## src/ubsd_pkg.sv

```systemverilog
// Types, codes and helper functions shared by the UTF-8 byte stream decoder.
package ubsd_pkg;

    localparam int QUEUE_DEPTH = 4;
    localparam int QUEUE_AW    = $clog2(QUEUE_DEPTH);

    typedef enum logic [1:0] {
        ST_OK       = 2'd0,
        ST_BAD_LEAD = 2'd1,
        ST_BAD_CONT = 2'd2,
        ST_TRUNC    = 2'd3
    } status_t;

    typedef struct packed {
        logic [7:0] data_byte;
        logic       end_of_buffer;
    } byte_word_t;

    typedef struct packed {
        logic [31:0] code_point;
        status_t     status;
        logic [2:0]  byte_count;
        logic        last_of_run;
    } char_word_t;

    typedef struct packed {
        logic [7:0] data_byte;
        logic       end_of_buffer;
        logic [2:0] lead_len;
        logic       is_cont;
    } entry_t;

    function automatic logic [2:0] lead_length(input logic [7:0] b);
        logic [2:0] len;
        if (b[7] == 1'b0) begin
            len = 3'd1;
        end else if ((b & 8'he0) == 8'hc0) begin
            len = 3'd2;
        end else if ((b & 8'hf0) == 8'he0) begin
            len = 3'd3;
        end else if ((b & 8'hf8) == 8'hf0) begin
            len = 3'd4;
        end else if ((b & 8'hfc) == 8'hf8) begin
            len = 3'd5;
        end else if ((b & 8'hfc) == 8'hfc) begin
            len = 3'd6;
        end else begin
            len = 3'd0;
        end
        return len;
    endfunction

    function automatic logic [7:0] lead_mask(input logic [2:0] len);
        logic [7:0] mask;
        case (len)
            3'd1:    mask = 8'h7f;
            3'd2:    mask = 8'h1f;
            3'd3:    mask = 8'h0f;
            3'd4:    mask = 8'h07;
            default: mask = 8'h03;
        endcase
        return mask;
    endfunction

endpackage

```

## src/utf8_byte_stream_decoder.sv

```systemverilog
// Top level of the UTF-8 byte stream decoder for the 1 to 6 byte legacy form.
// An accepted byte is written into the queue, then decoded at the queue head, and its
// result is registered in the output register.
// Throughput: one byte per cycle while no stalled result is held, set by the single decode step in the back part.
// A byte that closes a bad sequence and also yields its own result stays queued for its own result.
// Reset empties the queue, leaves the decoder idle and drops any pending result.
module utf8_byte_stream_decoder (
    input  logic                 clk,
    input  logic                 rst_n,
    input  logic                 byte_valid,
    output logic                 byte_stall,
    input  ubsd_pkg::byte_word_t byte_word,
    output logic                 char_valid,
    input  logic                 char_stall,
    output ubsd_pkg::char_word_t char_word
);
    import ubsd_pkg::*;

    logic   queue_full;
    logic   push;
    entry_t push_entry;
    logic   pop;
    logic   head_valid;
    entry_t head_entry;

    ubsd_front u_front (
        .byte_valid (byte_valid),
        .byte_stall (byte_stall),
        .byte_word  (byte_word),
        .queue_full (queue_full),
        .push       (push),
        .push_entry (push_entry)
    );

    ubsd_queue u_queue (
        .clk        (clk),
        .rst_n      (rst_n),
        .push       (push),
        .push_entry (push_entry),
        .pop        (pop),
        .full       (queue_full),
        .head_valid (head_valid),
        .head_entry (head_entry)
    );

    ubsd_back u_back (
        .clk        (clk),
        .rst_n      (rst_n),
        .head_valid (head_valid),
        .head_entry (head_entry),
        .pop        (pop),
        .char_valid (char_valid),
        .char_stall (char_stall),
        .char_word  (char_word)
    );

endmodule

```

## src/ubsd_front.sv

```systemverilog
// Input side: accepts bytes, classifies them and writes them into the queue.
module ubsd_front (
    input  logic                byte_valid,
    output logic                byte_stall,
    input  ubsd_pkg::byte_word_t byte_word,
    input  logic                queue_full,
    output logic                push,
    output ubsd_pkg::entry_t    push_entry
);
    import ubsd_pkg::*;

    assign byte_stall = queue_full;
    assign push       = byte_valid && !queue_full;

    always_comb
    begin
        push_entry.data_byte     = byte_word.data_byte;
        push_entry.end_of_buffer = byte_word.end_of_buffer;
        push_entry.lead_len      = lead_length(byte_word.data_byte);
        push_entry.is_cont       = (byte_word.data_byte[7:6] == 2'b10);
    end

endmodule

```

## src/ubsd_queue.sv

```systemverilog
// Short queue of classified bytes between the front and the decoder.
module ubsd_queue (
    input  logic             clk,
    input  logic             rst_n,
    input  logic             push,
    input  ubsd_pkg::entry_t push_entry,
    input  logic             pop,
    output logic             full,
    output logic             head_valid,
    output ubsd_pkg::entry_t head_entry
);
    import ubsd_pkg::*;

    entry_t              entries_reg [QUEUE_DEPTH];
    logic [QUEUE_AW-1:0] wr_ptr_reg;
    logic [QUEUE_AW-1:0] wr_ptr_next;
    logic [QUEUE_AW-1:0] rd_ptr_reg;
    logic [QUEUE_AW-1:0] rd_ptr_next;
    logic [QUEUE_AW:0]   count_reg;
    logic [QUEUE_AW:0]   count_next;

    assign full       = (count_reg == (QUEUE_AW+1)'(QUEUE_DEPTH));
    assign head_valid = (count_reg != '0);
    assign head_entry = entries_reg[rd_ptr_reg];

    always_comb
    begin
        wr_ptr_next = push ? wr_ptr_reg + QUEUE_AW'(1) : wr_ptr_reg;
        rd_ptr_next = pop ? rd_ptr_reg + QUEUE_AW'(1) : rd_ptr_reg;
        count_next  = count_reg;
        if (push && !pop) begin
            count_next = count_reg + (QUEUE_AW+1)'(1);
        end else if (!push && pop) begin
            count_next = count_reg - (QUEUE_AW+1)'(1);
        end
    end

    always_ff @(posedge clk or negedge rst_n)
    begin
        if (!rst_n) begin
            wr_ptr_reg <= '0;
            rd_ptr_reg <= '0;
            count_reg  <= '0;
        end else begin
            wr_ptr_reg <= wr_ptr_next;
            rd_ptr_reg <= rd_ptr_next;
            count_reg  <= count_next;
        end
    end

    always_ff @(posedge clk)
    begin
        if (push) begin
            entries_reg[wr_ptr_reg] <= push_entry;
        end
    end

endmodule

```

## src/ubsd_back.sv

```systemverilog
// Decoder: gathers sequences from classified bytes and drives the result register.
module ubsd_back (
    input  logic                 clk,
    input  logic                 rst_n,
    input  logic                 head_valid,
    input  ubsd_pkg::entry_t     head_entry,
    output logic                 pop,
    output logic                 char_valid,
    input  logic                 char_stall,
    output ubsd_pkg::char_word_t char_word
);
    import ubsd_pkg::*;

    logic [31:0] acc_reg;
    logic [31:0] acc_next;
    logic [2:0]  rem_reg;
    logic [2:0]  rem_next;
    logic [2:0]  seq_reg;
    logic [2:0]  seq_next;
    logic        out_valid_reg;
    logic        out_valid_next;
    char_word_t  out_word_reg;
    char_word_t  out_word_next;

    logic        advance;
    logic        emit;
    logic        lead_emits;
    logic [31:0] acc_shift;
    logic [2:0]  rem_dec;
    logic [31:0] lead_acc;

    assign char_valid = out_valid_reg;
    assign char_word  = out_word_reg;

    always_comb
    begin
        advance    = head_valid && (!out_valid_reg || !char_stall);
        lead_emits = (head_entry.lead_len < 3'd2) || head_entry.end_of_buffer;
        acc_shift  = {acc_reg[25:0], head_entry.data_byte[5:0]};
        rem_dec    = rem_reg - 3'd1;
        lead_acc   = {24'd0, head_entry.data_byte & lead_mask(head_entry.lead_len)};

        acc_next      = acc_reg;
        rem_next      = rem_reg;
        seq_next      = seq_reg;
        pop           = 1'b0;
        emit          = 1'b0;
        out_word_next = out_word_reg;

        if (advance) begin
            out_word_next.last_of_run = 1'b1;
            if (rem_reg == 3'd0) begin
                pop = 1'b1;
                if (head_entry.lead_len == 3'd0) begin
                    emit                     = 1'b1;
                    out_word_next.code_point = '0;
                    out_word_next.status     = ST_BAD_LEAD;
                    out_word_next.byte_count = 3'd1;
                end else if (head_entry.lead_len == 3'd1) begin
                    emit                     = 1'b1;
                    out_word_next.code_point = {24'd0, head_entry.data_byte};
                    out_word_next.status     = ST_OK;
                    out_word_next.byte_count = 3'd1;
                end else begin
                    acc_next = lead_acc;
                    seq_next = head_entry.lead_len;
                    rem_next = head_entry.lead_len - 3'd1;
                    if (head_entry.end_of_buffer) begin
                        emit                     = 1'b1;
                        out_word_next.code_point = lead_acc;
                        out_word_next.status     = ST_TRUNC;
                        out_word_next.byte_count = head_entry.lead_len;
                        rem_next                 = 3'd0;
                    end
                end
            end else if (!head_entry.is_cont) begin
                // The byte is kept in the queue when its own lead result must follow.
                emit                      = 1'b1;
                out_word_next.code_point  = '0;
                out_word_next.status      = ST_BAD_CONT;
                out_word_next.byte_count  = seq_reg;
                out_word_next.last_of_run = !lead_emits;
                rem_next                  = 3'd0;
                if (!lead_emits) begin
                    pop      = 1'b1;
                    acc_next = lead_acc;
                    seq_next = head_entry.lead_len;
                    rem_next = head_entry.lead_len - 3'd1;
                end
            end else begin
                pop      = 1'b1;
                acc_next = acc_shift;
                rem_next = rem_dec;
                if (rem_dec == 3'd0) begin
                    emit                     = 1'b1;
                    out_word_next.code_point = acc_shift;
                    out_word_next.status     = ST_OK;
                    out_word_next.byte_count = seq_reg;
                end else if (head_entry.end_of_buffer) begin
                    emit                     = 1'b1;
                    out_word_next.code_point = acc_shift;
                    out_word_next.status     = ST_TRUNC;
                    out_word_next.byte_count = seq_reg;
                    rem_next                 = 3'd0;
                end
            end
        end

        if (advance) begin
            out_valid_next = emit;
        end else if (!char_stall) begin
            out_valid_next = 1'b0;
        end else begin
            out_valid_next = out_valid_reg;
        end
    end

    always_ff @(posedge clk or negedge rst_n)
    begin
        if (!rst_n) begin
            acc_reg       <= '0;
            rem_reg       <= '0;
            seq_reg       <= '0;
            out_valid_reg <= 1'b0;
        end else begin
            acc_reg       <= acc_next;
            rem_reg       <= rem_next;
            seq_reg       <= seq_next;
            out_valid_reg <= out_valid_next;
        end
    end

    always_ff @(posedge clk)
    begin
        if (emit) begin
            out_word_reg <= out_word_next;
        end
    end

endmodule

```

## config.mk

```make
export PLATFORM = sky130hd
export DESIGN_NAME = utf8_byte_stream_decoder
export DESIGN_NICKNAME = d
export VERILOG_FILES = /design/src/ubsd_pkg.sv /design/src/utf8_byte_stream_decoder.sv /design/src/ubsd_front.sv /design/src/ubsd_queue.sv /design/src/ubsd_back.sv
export SDC_FILE = /design/constraint.sdc
export NUM_CORES = 1
export LEC_CHECK = 0
export BUFFER_PORTS_ARGS = -buffer_cell sky130_fd_sc_hd__buf_2
export CAP_MARGIN = 20
export CORE_MARGIN = 2
export CORE_UTILIZATION = 45
export CTS_CLUSTER_SIZE = 30
export DETAILED_ROUTE_END_ITERATION = 10
export SETUP_SLACK_MARGIN = 0.4
export SLEW_MARGIN = 40
export SYNTH_ARGS = -nofsm -noshare
export SYNTH_HDL_FRONTEND = slang
export SYNTH_SLANG_ARGS = --single-unit
export TNS_END_PERCENT = 30
```

## constraint.sdc

```tcl
create_clock -name clk -period 4.3 [get_ports clk]
set_input_delay 0.645 -clock clk [delete_from_list [all_inputs] [get_ports clk]]
set_output_delay 0.645 -clock clk [all_outputs]
set_load 0.01 [all_outputs]
```

### Yosys cells after proc, flatten, opt, wreduce, memory -nomap -nowiden

Memory sizes are Yosys's and may differ from the RTL's.
Cells that the tools add are included.

* add/subtract/negate cells: 6
* eq/ne operators: 19
* magnitude comparators: 1
* bitwise operators: 1
* divide/modulo/power cells: 0
* multipliers: 0
* reductions and logical operators: 23
* muxes and demuxes: 49
* shift-type cells: 0

Operators with widths (number)
* $mux 37: 7
* $mux 26: 5
* $mux 3: 21
* $pmux 7 s4: 1
* $mux 1: 15
* $eq 6x6->1 const B: 2
* $eq 3x3->1 const B: 3
* $logic_not 3->1: 3
* $sub 3x1->3 const B: 3
* $and 8x7->8: 1
* $ne 2x2->1 const B: 4
* $ne 4x3->1 const B: 2
* $reduce_and 4->1: 2
* $eq 3x2->1 const B: 2
* $logic_not 1->1: 6
* $eq 5x5->1 const B: 1
* $reduce_and 5->1: 1
* $add 2x1->2 const B: 2
* $eq 4x4->1 const B: 1
* $logic_and 1x1->1: 4
* $add 3x1->3 const B: 1
* $eq 3x1->1 const B: 1
* $lt 3x2->1 const B: 1
* $ne 3x2->1 const B: 1
* other kinds (8): 9

* bits in registers: 78
* ROM bits: 0
* word-level logic and storage cells: 111
* memories kept: 1
* latch bits: 0
* bits in writable memories: 52

Memory list
* u_queue.entries_reg: depth 4, width 13, read ports 1, clocked after memory_dff 0, wr ports 1, RTL line ubsd_queue.sv:14 `entry_t entries_reg [QUEUE_DEPTH];`

### Depth between registers and ports, before layout

Gate-level depths: netlist of the first run.
An unclocked memory read counts as a cell.

* depth after elaboration: 10
* mapped depth: 12
* mapped depth without buffers: 11

### Modules after synthesis

Synthesis of the first run repeated with hierarchy kept, for this count alone.

* cell total of the unflattened synthesis: 353
* area total of the unflattened synthesis: 5629.1 um2

Modules (own cells, without submodules)
* ubsd_back: sequential area each 1966.9 um2, area each 3199.3 um2, cells an instance 231, times used 1
* ubsd_queue: sequential area each 1736.7 um2, area each 2301.0 um2, cells an instance 102, times used 1
* ubsd_front: sequential area each 0.0 um2, area each 128.9 um2, cells an instance 20, times used 1

### Least setup slack after synthesis of the first run

OpenSTA, ideal clock, no wires.

* path kind: register -> register
* from: register u_queue.rd_ptr_reg[0]
* to: register u_back.out_word_reg (netlist bit u_back.char_word[10]) (enable)
* cell stages (with the launch flop): 10
* path buffers: 2
* setup time: 0.397 ns
* data arrival time: 2.946 ns
* data required time: 3.903 ns
* path slack: 0.957 ns
* path through: dfrtp_1 > buf_6 > buf_2 > mux4_2 > inv_1 > ha_1 > ha_1 > nor2_1 > a22oi_1 > o21a_1

RTL lines
* start, declared: RTL line ubsd_queue.sv:17 `logic [QUEUE_AW-1:0] rd_ptr_reg;`
* start signal, assigned: RTL line ubsd_queue.sv:46 `rd_ptr_reg <= rd_ptr_next;`
* end signal, assigned: RTL line ubsd_back.sv:136 `out_word_reg <= out_word_next;`
* end, declared: RTL line ubsd_back.sv:22 `char_word_t out_word_reg;`

==> flow_summary_export.csv, run 1 <==
group,metric,value,unit
status,status,"finished, final reports clean",
logic_synthesis,synthCells,348,
worst_setup_path,r2r-end,"u_back.acc_reg[3]$_DFFE_PN0P_",
worst_setup_path,critPathKind,"reg2reg",
logic_synthesis,dominantRegCellSynth,"edfxtp_1",
worst_setup_path,crit_fanout,15,
power_and_ir_drop,p_switching,1.874,mW
logic_synthesis,synth_top_area_cell,"edfxtp_1",
worst_setup_path,critical_path.top_delay_family,"multiplexers",
global_route,grt.busiest_layer,"met2",
global_route,grtUsageTotal,16.60,%
die,io_pins,53,
timing,max-slew-margin-rel,52.18,%
power_and_ir_drop,p_clk_share,24.7,%
hold_path,hp-class,"in2async",
clocking,clock_sinks,130,
logic_synthesis,synthDistinctLibCells,46,
timing,whs,215.9,ps
clocking,htreeDepth,4,
detailed_routing,drt-initial-drc-count,152,
logic_synthesis,yosysWarnings,0,
clocking,ctsLongestPathBuffers,2,
logic_synthesis,synth.mux.area_fraction,7.666,%
power_and_ir_drop,powerDensity,852.2,nW/um^2
die,die_w,113.4,um
logic_synthesis,ys_seq_area_share,68.76,%
detailed_routing,viasPerCell,5.346,
clocking,hold_buffers,0,
detailed_routing,postRouteAntennaNets,0,
logic_synthesis,synth_top_family_by_area,"compound AO/OA/AOI/OAI gates",
logic_synthesis,ys_top_cells_by_area,"edfxtp_1 (50%), dfrtp_1 (19%), mux4_2 (5.4%)",
final_layout,area_delta_synth_final,17.17,%
logic_synthesis,synth_top_area_share,50.17,%
clocking,clk_pin_slew_worst_paths,50,ps
timing,hold_viol,0,
worst_setup_path,crit_top_cell,"ha_1",
worst_setup_path,crit_path_max_incr_delay,650,ps
worst_setup_path,slowest_stage,"mux4_2",
timing,fin_setup_tns,0,ps
logic_synthesis,syn_avg_cell_area,15.48,um^2
timing,finalSetupViolations,0,
timing,worst_slew_pin_slew,717.3,ps
detailed_routing,via_count,2999,
timing,finalMaxSlewViolations,0,
logic_synthesis,yosysMostFrequentCell,"edfxtp_1",
clocking,numCtsBuffers,17,
timing,rsz0062_at_grt,"no",
worst_setup_path,rr_startpoint,"u_queue.rd_ptr_reg[0]$_DFFE_PN0P_",
logic_synthesis,synth_fa_ha_area_share,3.391,%
logic_synthesis,synth_seq_cells,130,
global_route,met1_usage,22.24,%
final_layout,largest_register_ff_count,52,
detailed_routing,routed_wl,9.769,mm
logic_synthesis,synthesis.nets,375,
worst_setup_path,crit_path_end_kind,"register",
logic_synthesis,async_flop_share,30.77,%
die,row_count,39,
clocking,cts_setup_buffers,0,
placed_design,gp_congestion,0.8900,
flow_run,drv_cap,0,
logic_synthesis,synthSimpleGateAreaFrac,8.037,%
worst_setup_path,worstPathRequired,4620,ps
global_route,grt_max_degree,41,
detailed_routing,drt-pass1-iter-count,4,
worst_setup_path,r2r_slack,960,ps
timing,fin_crit_sh,77.69,%
timing,finClkSkew,9.452,ps
global_route,grt.overflow.total,0,
placed_design,port_buffers,52,
logic_synthesis,ys_top_cells_by_count,"edfxtp_1 (90), dfrtp_1 (40), and3_1 (22)",
global_route,grt_pass1_vias,2988,
global_route,grt_pass1_wl,16.10,mm
die,die_h,113.4,um
power_and_ir_drop,power_frac_seq,39.0,%
die,dieArea,12860,um^2
final_layout,layout-drive-gt1-share,25.12,%
worst_setup_path,worstPathArrival,3660,ps
logic_synthesis,synth-edff-count,90,
clocking,clock_latency,410,ps
global_route,met2_usage,25.63,%
worst_setup_path,cp-start-kind,"register",
die,fp.coreArea,11560,um^2
final_layout,final_net_count,432,
power_and_ir_drop,p_comb_share,36.3,%
detailed_routing,route.detailed.drc,0,
power_and_ir_drop,p_leak,2.612,nW
power_and_ir_drop,ir_drop,384.1,uV
final_layout,antennaDiodeCount,0,
logic_synthesis,netlist_area,5386,um^2
clocking,post_cts_resized,0,
worst_setup_path,crit_chain,"mux4_2 -> inv_1 -> ha_1 -> ha_1 -> o21ba_2 -> o21ai_1 -> nand2b_2 -> buf_4 -> mux2i_1",
power_and_ir_drop,swShare,34.85,%
worst_setup_path,path_buf_inv,2,
detailed_routing,wl_per_cell,17.41,um
power_and_ir_drop,intPower,3.504,mW
global_route,grt_use_met3,4.038,%
placed_design,hpwl,6.438,mm
die,initial_utilization,46.58,%
clocking,cts_tree,"done",
worst_setup_path,r2r_cells,9,
logic_synthesis,synthXorXnorAreaFrac,0.9756,%
logic_synthesis,synth_compound_area_share,8.200,%
global_route,antenna_found_initial,0,
timing,max_freq,0.2994,GHz
clocking,clock-root-buffer,"clkbuf_16",
timing,min_period,3341,ps
==> cells by family after synthesis <==
group                      Yosys count
muxes                               24
AOI/OAI and AO/OA                   61
xor gates and xnor gates             6
and+or+nand+nor                     82
DFF                                130
adders and majority gates           14
buffers and inverters               31
==> cell usage in the layout, fill, tap and decap left out, types with 16 or more instances in the layout <==
cell type / n
edfxtp_1: 90
clkbuf_16: 17
a22o_1: 21
nand2_1: 16
nor2_1: 16
dfrtp_1: 40
buf_2: 51
o21ai_0: 16
and3_1: 22
==> stage by stage <==
stage	total power, mW	instances	instance area, um^2	setup WS (ps)	util (%)
floorplan	3.546	348	5386	957.4	-
global placement	4.062	529	5757	1121	49.78
detailed placement	4.087	529	5759	955.8	49.80
CTS	5.425	561	6311	927.0	54.57
global route	5.728	561	6311	607.0	54.57
finish	5.378	561	6311	959.5	54.57
==> worst max-delay path by stage <==
stage / from / endpoint / slack [ps] / depth (start not counted)
after floorplan: u_queue.rd_ptr_reg[0]$_DFFE_PN0P_ / u_back.char_word[10]$_DFFE_PP_ / 960 / 9
after global placement: u_queue.rd_ptr_reg[0]$_DFFE_PN0P_ / u_back.acc_reg[4]$_DFFE_PN0P_ / 1120 / 9
after detailed placement: u_queue.rd_ptr_reg[0]$_DFFE_PN0P_ / u_back.acc_reg[3]$_DFFE_PN0P_ / 960 / 9
after CTS: u_queue.rd_ptr_reg[0]$_DFFE_PN0P_ / u_back.acc_reg[3]$_DFFE_PN0P_ / 930 / 9
after global routing: u_queue.rd_ptr_reg[0]$_DFFE_PN0P_ / u_back.acc_reg[5]$_DFFE_PN0P_ / 610 / 9
final: u_queue.rd_ptr_reg[0]$_DFFE_PN0P_ / u_back.acc_reg[3]$_DFFE_PN0P_ / 960 / 9
==> power by group through the flow <==
| stage | Combinational (mW) | Clock, mW | Sequential, mW |
|---|---|---|---|
| floorplan | 1.39 | 0 | 2.16 |
| global placement | 1.95 | 0 | 2.12 |
| detailed placement | 1.96 | 0 | 2.12 |
| CTS | 1.98 | 1.34 | 2.11 |
| global route | 2.17 | 1.41 | 2.15 |
| finish | 1.95 | 1.33 | 2.10 |
==> cell type report <==
cell class	count	area [um^2]
clock inverters	10	87.58
multi-input cells	187	1523
clock buffers	22	464.2
well taps	143	178.9
fillers	940	5254
inverters	13	48.80
repair buffers	56	305.3
flip-flops and latches	130	3704
==> worst register-to-register path, cell delays in order, from the launching register on <==
cell and delay (ps):
dfrtp_1 620, mux4_2 660, inv_1 130, ha_1 170
ha_1 200, o21ba_2 180, o21ai_1 420, nand2b_2 420
buf_4 260, mux2i_1 210
==> routing by layer <==
metal / share of wire [%] / vias to the layer above / routed length (um)
met5: 0 / - / 0
met1: 45 / 1467 / 4418
met2: 47 / 83 / 4619
met4: 2.4 / 0 / 235
met3: 5.1 / 22 / 495
li1: - / 1427 / -
Power figures use the tool's default switching activity.
==> inputs of run 2 (changes only) <==
clock period = 3.2 ns   (was 4.3 ns; I/O delays follow)
==> run 2 against run 1 <==
Via count increased by 1.7%; final area increased by 2.3%; total power increased by 39%; sequential cell count unchanged; sequential share of layout area decreased by 1.3 points; clock power increased by 35%; first-iteration DRC count increased by 9.2%; largest power group is now combinational cells.
==> flow_summary_export.csv, run 2 (same netlist as run 1, synthesis figures left out) <==
group,metric,value,unit
final_layout,area_delta_synth_final,19.81,%
timing,hold_viol,0,
timing,finalSetupViolations,0,
clocking,clock-root-buffer,"clkbuf_16",
final_layout,layout_commonest_cell,"edfxtp_1",
clocking,clk_pin_slew_worst_paths,60,ps
detailed_routing,drt-initial-drc-count,166,
die,row_count,39,
worst_setup_path,critPathKind,"reg2reg",
die,dieArea,12860,um^2
die,initial_utilization,46.58,%
power_and_ir_drop,p_leak,2.688,nW
final_layout,n_fill_cell,937,
timing,whs,49.83,ps
final_layout,layout-drive-gt1-share,28.94,%
timing,min_period,2700,ps
placed_design,gp_congestion,0.8502,
die,die_w,113.4,um
detailed_routing,wl_per_cell,17.48,um
worst_setup_path,worstPathArrival,3040,ps
global_route,grt_pass1_vias,3086,
power_and_ir_drop,power.total,7.479,mW
timing,finalMaxSlewViolations,0,
worst_setup_path,crit_fanout,5,
final_layout,antennaDiodeCount,0,
placed_design,place_ws,194.0,ps
worst_setup_path,crit_path_end_kind,"register",
status,status,"finished, final reports clean",
global_route,grtUsageTotal,17.28,%
timing,fin_setup_tns,0,ps
detailed_routing,postRouteAntennaNets,0,
worst_setup_path,r2r_cells,10,
clocking,numCtsBuffers,17,
timing,rsz0062_at_grt,"yes",
timing,max_freq,0.3703,GHz
final_layout,final_net_count,446,
clocking,clock_latency,420,ps
detailed_routing,route.detailed.drc,0,
timing,max-slew-margin-rel,51.88,%
worst_setup_path,worstPathRequired,3540,ps
final_layout,layout_common_cells,"edfxtp_1 (90), buf_2 (51), dfrtp_1 (39)",
detailed_routing,routed_wl,10.05,mm
global_route,grt_max_degree,41,
die,die_h,113.4,um
global_route,grt.overflow.total,0,
global_route,antenna_found_initial,0,
die,fp.coreArea,11560,um^2
timing,finClkSkew,8.316,ps
final_layout,largest_register_ff_count,52,
global_route,grt_pass1_wl,16.42,mm
detailed_routing,via_count,3050,
worst_setup_path,cp-start-kind,"register",
hold_path,hp-class,"in2async",
clocking,clock_sinks,130,
detailed_routing,viasPerCell,5.304,
timing,fin_crit_sh,84.38,%
clocking,ctsLongestPathBuffers,2,
clocking,htreeDepth,4,
detailed_routing,drt-pass1-iter-count,4,
placed_design,hpwl,6.805,mm
power_and_ir_drop,powerDensity,1159,nW/um^2
clocking,cts_tree,"done",
die,io_pins,53,
flow_run,drv_cap,0,
timing,fin_ws,499.7,ps
placed_design,port_buffers,52,
final_layout,final_core_util,55.80,%
timing,worst_slew_pin_slew,721.8,ps
power_and_ir_drop,ir_drop,603.8,uV
## run 2: cell types whose count changed in the layout (fill, tap and decap cells not counted), sizes merged
cell / previous run / this run
clkinv: 7 / 4
clkinvlp: 2 / 0
buf: 56 / 70
clkbuf: 22 / 27
## run 2: per-stage QoR
step / instances / instance area [um^2]
final: 575 / 6454
after detailed placement: 538 / 5838
after floorplan: 348 / 5400
after global placement: 538 / 5836
after global routing: 575 / 6454
after CTS: 572 / 6407
## run 2: final timing paths
| path | startpoint | endpoint | slack (ps) |
|---|---|---|---|
| min | rst_n | u_back.rem_reg[2]$_DFFE_PN0P_ | 50 |
| min reg2reg | u_queue.count_reg[2]$_DFFE_PN0P_ | u_queue.count_reg[2]$_DFFE_PN0P_ | 490 |
| max reg2reg | u_queue.rd_ptr_reg[0]$_DFFE_PN0P_ | u_queue.count_reg[2]$_DFFE_PN0P_ | 500 |
| max | u_queue.rd_ptr_reg[0]$_DFFE_PN0P_ | u_queue.count_reg[2]$_DFFE_PN0P_ | 500 |
| min in group clk | byte_word[1] | u_queue.entries_reg[1][5]$_DFFE_PP_ | 280 |
| max in group asynchronous | rst_n | u_queue.rd_ptr_reg[0]$_DFFE_PN0P_ | 2730 |
## run 2: per-layer routing
| layer | global-route usage, % | part of all wire, % | vias up |
|---|---|---|---|
| met4 | 7.154 | 1.4 | 0 |
| met3 | 5.845 | 4.6 | 11 |
| li1 | - | - | 1451 |
| met1 | 22.82 | 46 | 1501 |
| met2 | 26.51 | 48 | 87 |
| met5 | 0 | 0 | - |
## run 2: final cells by class
class | count | area, um^2 | share of cell area, %
Clock inverter | 5 | 50.05 | 0.7755
Timing Repair Buffer | 70 | 414.1 | 6.417
Multi-Input combinational cell | 187 | 1554 | 24.08
Inverter | 13 | 48.80 | 0.7561
Sequential cell | 130 | 3705 | 57.41
Clock buffer | 27 | 503.0 | 7.794
Tap cell | 143 | 178.9 | 2.772
## run 2: worst max-delay path, cell delays in order (launching register included)
cell and delay (ps):
dfrtp_2 410, mux4_2 530, o21ba_2 250, or3_4 350, nand2_2 100, ha_2 180, inv_1 50, fa_2 330
xor2_1 160, nor2_1 120, xor2_1 150
## run 2: what timing repair did
item,in CTS,in global routing
gates resized for setup,1,7
hold buffers,0,0
pin swaps,1,1
cloned,0,0
setup endpoints to repair,67,67
setup buffers,2,3
## run 2: power by group
part	switching, mW	internal, mW
clock network	0.644	1.14
registers	0.239	2.55
logic	1.66	1.25
total	2.54	4.94
==> inputs of run 3 (changes only) <==
ABC_AREA = 1   (was not set)
PLACE_DENSITY = 0.66   (was not set)
clock period = 2.2 ns   (was 3.2 ns; I/O delays follow)
==> run 3 against run 2 <==
Worst setup slack got worse by 470 ps; synthesized area rose by 6.6%; count of clock-buffer cells in the layout fell by 5; sequential share of layout area fell by 7.3 points; clock skew barely moved; critical path type unchanged; sequential cell count did not move; synthesized cell count rose by 45%; highest routed layer unchanged; clock power rose by 59%; critical path depth rose by 3.
==> flow_summary_export.csv, run 3 <==
group,metric,value,unit
clocking,numCtsBuffers,17,
worst_setup_path,crit_path_max_incr_delay,460,ps
logic_synthesis,synth_top_area_cell,"edfxtp_1",
placed_design,gp_congestion,0.8965,
final_layout,area_delta_synth_final,28.94,%
timing,hold_viol,0,
final_layout,final_net_count,637,
logic_synthesis,synth-edff-count,90,
worst_setup_path,r2r_slack,30,ps
clocking,clock-root-buffer,"clkbuf_16",
detailed_routing,postRouteAntennaNets,0,
worst_setup_path,slowest_stage,"dfrtp_2",
power_and_ir_drop,p_switching,5.239,mW
final_layout,largest_register_ff_count,52,
status,status,"finished, final reports clean",
clocking,htreeDepth,4,
power_and_ir_drop,swShare,38.53,%
final_layout,final_core_util,59.15,%
timing,finalMaxSlewViolations,0,
power_and_ir_drop,p_leak,3.293,nW
timing,fin_crit_sh,98.49,%
logic_synthesis,ys_seq_area_share,64.50,%
worst_setup_path,crit_fanout,9,
global_route,grt_max_degree,38,
final_layout,layout_common_cells,"edfxtp_1 (90), nand2_1 (82), inv_1 (57)",
timing,max-slew-margin-rel,72.40,%
detailed_routing,via_count,3853,
logic_synthesis,yosysWarnings,0,
global_route,grt.overflow.total,0,
die,fp.coreArea,12520,um^2
timing,whs,128.8,ps
global_route,grt_pass1_wl,17.84,mm
final_layout,seq_area,3706,um^2
die,row_count,41,
final_layout,layout_commonest_cell,"edfxtp_1",
detailed_routing,wl_per_cell,14.70,um
logic_synthesis,synthesis.nets,533,
power_and_ir_drop,ir_drop,959.3,uV
detailed_routing,routed_wl,11.69,mm
logic_synthesis,synth_top_area_share,47.07,%
worst_setup_path,cp-start-kind,"register",
hold_path,hp-class,"in2reg",
die,die_w,117.0,um
logic_synthesis,netlist_area,5742,um^2
logic_synthesis,synth_seq_cells,130,
clocking,clock_sinks,130,
clocking,cts_tree,"done",
detailed_routing,viasPerCell,4.847,
die,initial_utilization,45.87,%
logic_synthesis,synthDistinctLibCells,34,
timing,min_period,2167,ps
worst_setup_path,crit_chain,"buf_6 -> nand2_2 -> nand3_1 -> nand2_2 -> buf_6 -> ha_4 -> ha_4 -> nor2_4 -> nand3_2 -> nand2_4 -> nor2_4 -> buf_12 -> clkbuf_16",
flow_run,drv_cap,0,
detailed_routing,route.detailed.drc,0,
final_layout,antennaDiodeCount,0,
die,die_h,117.0,um
logic_synthesis,ys_top_cells_by_count,"nand2_1 (97), edfxtp_1 (90), inv_1 (59)",
power_and_ir_drop,p_comb_share,48.9,%
global_route,antenna_found_initial,0,
clocking,ctsLongestPathBuffers,2,
final_layout,layout-drive-gt1-share,37.24,%
detailed_routing,drt-pass1-iter-count,5,
logic_synthesis,async_flop_share,30.77,%
die,dieArea,13680,um^2
timing,finClkSkew,8.260,ps
logic_synthesis,dominantRegCellSynth,"edfxtp_1",
logic_synthesis,yosysMostFrequentCell,"nand2_1",
detailed_routing,drt-initial-drc-count,309,
die,io_pins,53,
worst_setup_path,worstPathArrival,2300,ps
power_and_ir_drop,intPower,8.357,mW
power_and_ir_drop,power_frac_seq,30.2,%
global_route,grt_pass1_vias,3702,
global_route,grtUsageTotal,17.54,%
timing,max_freq,0.4615,GHz
power_and_ir_drop,p_clk_share,20.9,%
worst_setup_path,crit_path_end_kind,"register",
logic_synthesis,syn_avg_cell_area,11.35,um^2
logic_synthesis,ys_top_cells_by_area,"edfxtp_1 (47%), dfrtp_1 (17%), nand2_1 (6.3%)",
final_layout,n_fill_cell,1035,
timing,finalSetupViolations,0,
placed_design,port_buffers,52,
power_and_ir_drop,power.total,13.60,mW
timing,worst_slew_pin_slew,414.0,ps
power_and_ir_drop,powerDensity,1836,nW/um^2
placed_design,hpwl,7.620,mm
clocking,clock_latency,420,ps
logic_synthesis,synthCells,506,
timing,rsz0062_at_grt,"yes",
clocking,clk_pin_slew_worst_paths,50,ps
final_layout,multi_input_comb_area,1849,um^2
worst_setup_path,critPathKind,"reg2reg",
worst_setup_path,worstPathRequired,2330,ps
-- run 3: routing by layer --
layer  part of all wire (%)  vias up  GRT usage [%]
met5                      0        -              0
met4                    2.1        0          9.490
met3                    4.4       21          3.862
met2                     50       91          27.32
met1                     44     1848          23.09
li1                       -     1893              -
-- run 3: critical path: cells and delay by family, from the launching register on --
| kind | cells | cell delay (ps) |
|---|---|---|
| flip-flops | 1 | 460 |
| buffers and inverters | 4 | 590 |
| AND/OR/NAND/NOR | 7 | 500 |
| adder cells (fa/ha/maj) | 2 | 320 |
-- run 3: what timing repair did --
action / CTS / global route
resized for setup: 7 / 41
cloned: 0 / 5
endpoints found under the setup margin: 85 / 103
endpoints found under the hold margin: 16 / 0
setup buffers: 1 / 7
hold buffers: 1 / 0
pin swaps: 0 / 14
-- run 3: kinds of logic after synthesis --
logic type      after synthesis  synth area share (%)
flops                       130                 64.50
fa+ha+maj                    14                 3.182
mux                           1                0.1961
simple gates                210                 16.93
compound gates               68                 8.019
buf+inv                      79                 6.559
xor+xnor                      4                0.6103
-- run 3: final timing paths --
check,start,to,cells past startpoint
max,u_queue.rd_ptr_reg[0]$_DFFE_PN0P_,u_back.char_word[32]$_SDFFCE_PP0P_,13
min,byte_word[1],u_queue.entries_reg[2][5]$_DFFE_PP_,1
max reg2reg,u_queue.rd_ptr_reg[0]$_DFFE_PN0P_,u_back.char_word[32]$_SDFFCE_PP0P_,13
min reg2reg,u_back.seq_reg[1]$_DFFE_PN0P_,u_back.seq_reg[1]$_DFFE_PN0P_,2
max in group asynchronous,rst_n,u_queue.rd_ptr_reg[0]$_DFFE_PN0P_,3
min in group asynchronous,rst_n,u_back.acc_reg[25]$_DFFE_PN0P_,2
-- run 3: layout make-up --
cell class / count / area share [%]
clock buffers: 22 / 6.405
clock inverters: 10 / 1.775
inverters: 63 / 3.397
multi-input cells: 297 / 24.98
flip-flops and latches: 130 / 50.06
well taps: 172 / 2.907
repair buffers: 101 / 10.48
-- run 3: power by group through the flow --
| stage | clock [mW] | sequential [mW] | combinational [mW] |
|---|---|---|---|
| finish | 2.84 | 4.11 | 6.64 |
| detailed placement | 0 | 4.12 | 5.65 |
| floorplan | 0 | 4.29 | 3.76 |
| global route | 2.98 | 4.19 | 7.31 |
| global placement | 0 | 4.11 | 5.52 |
| CTS | 2.88 | 4.10 | 5.70 |
-- run 3: per-stage QoR --
stage / TNS [ps] / instance area (um^2) / instances / setup slack [ps]
finish: 0 / 7403 / 795 / 33.17
global route: -2168 / 7403 / 795 / -67.84
CTS: 0 / 7099 / 783 / 29.49
detailed placement: -74.42 / 6462 / 749 / -61.29
global placement: -36.77 / 6462 / 749 / -36.77
floorplan: -5391 / 5834 / 506 / -143.9
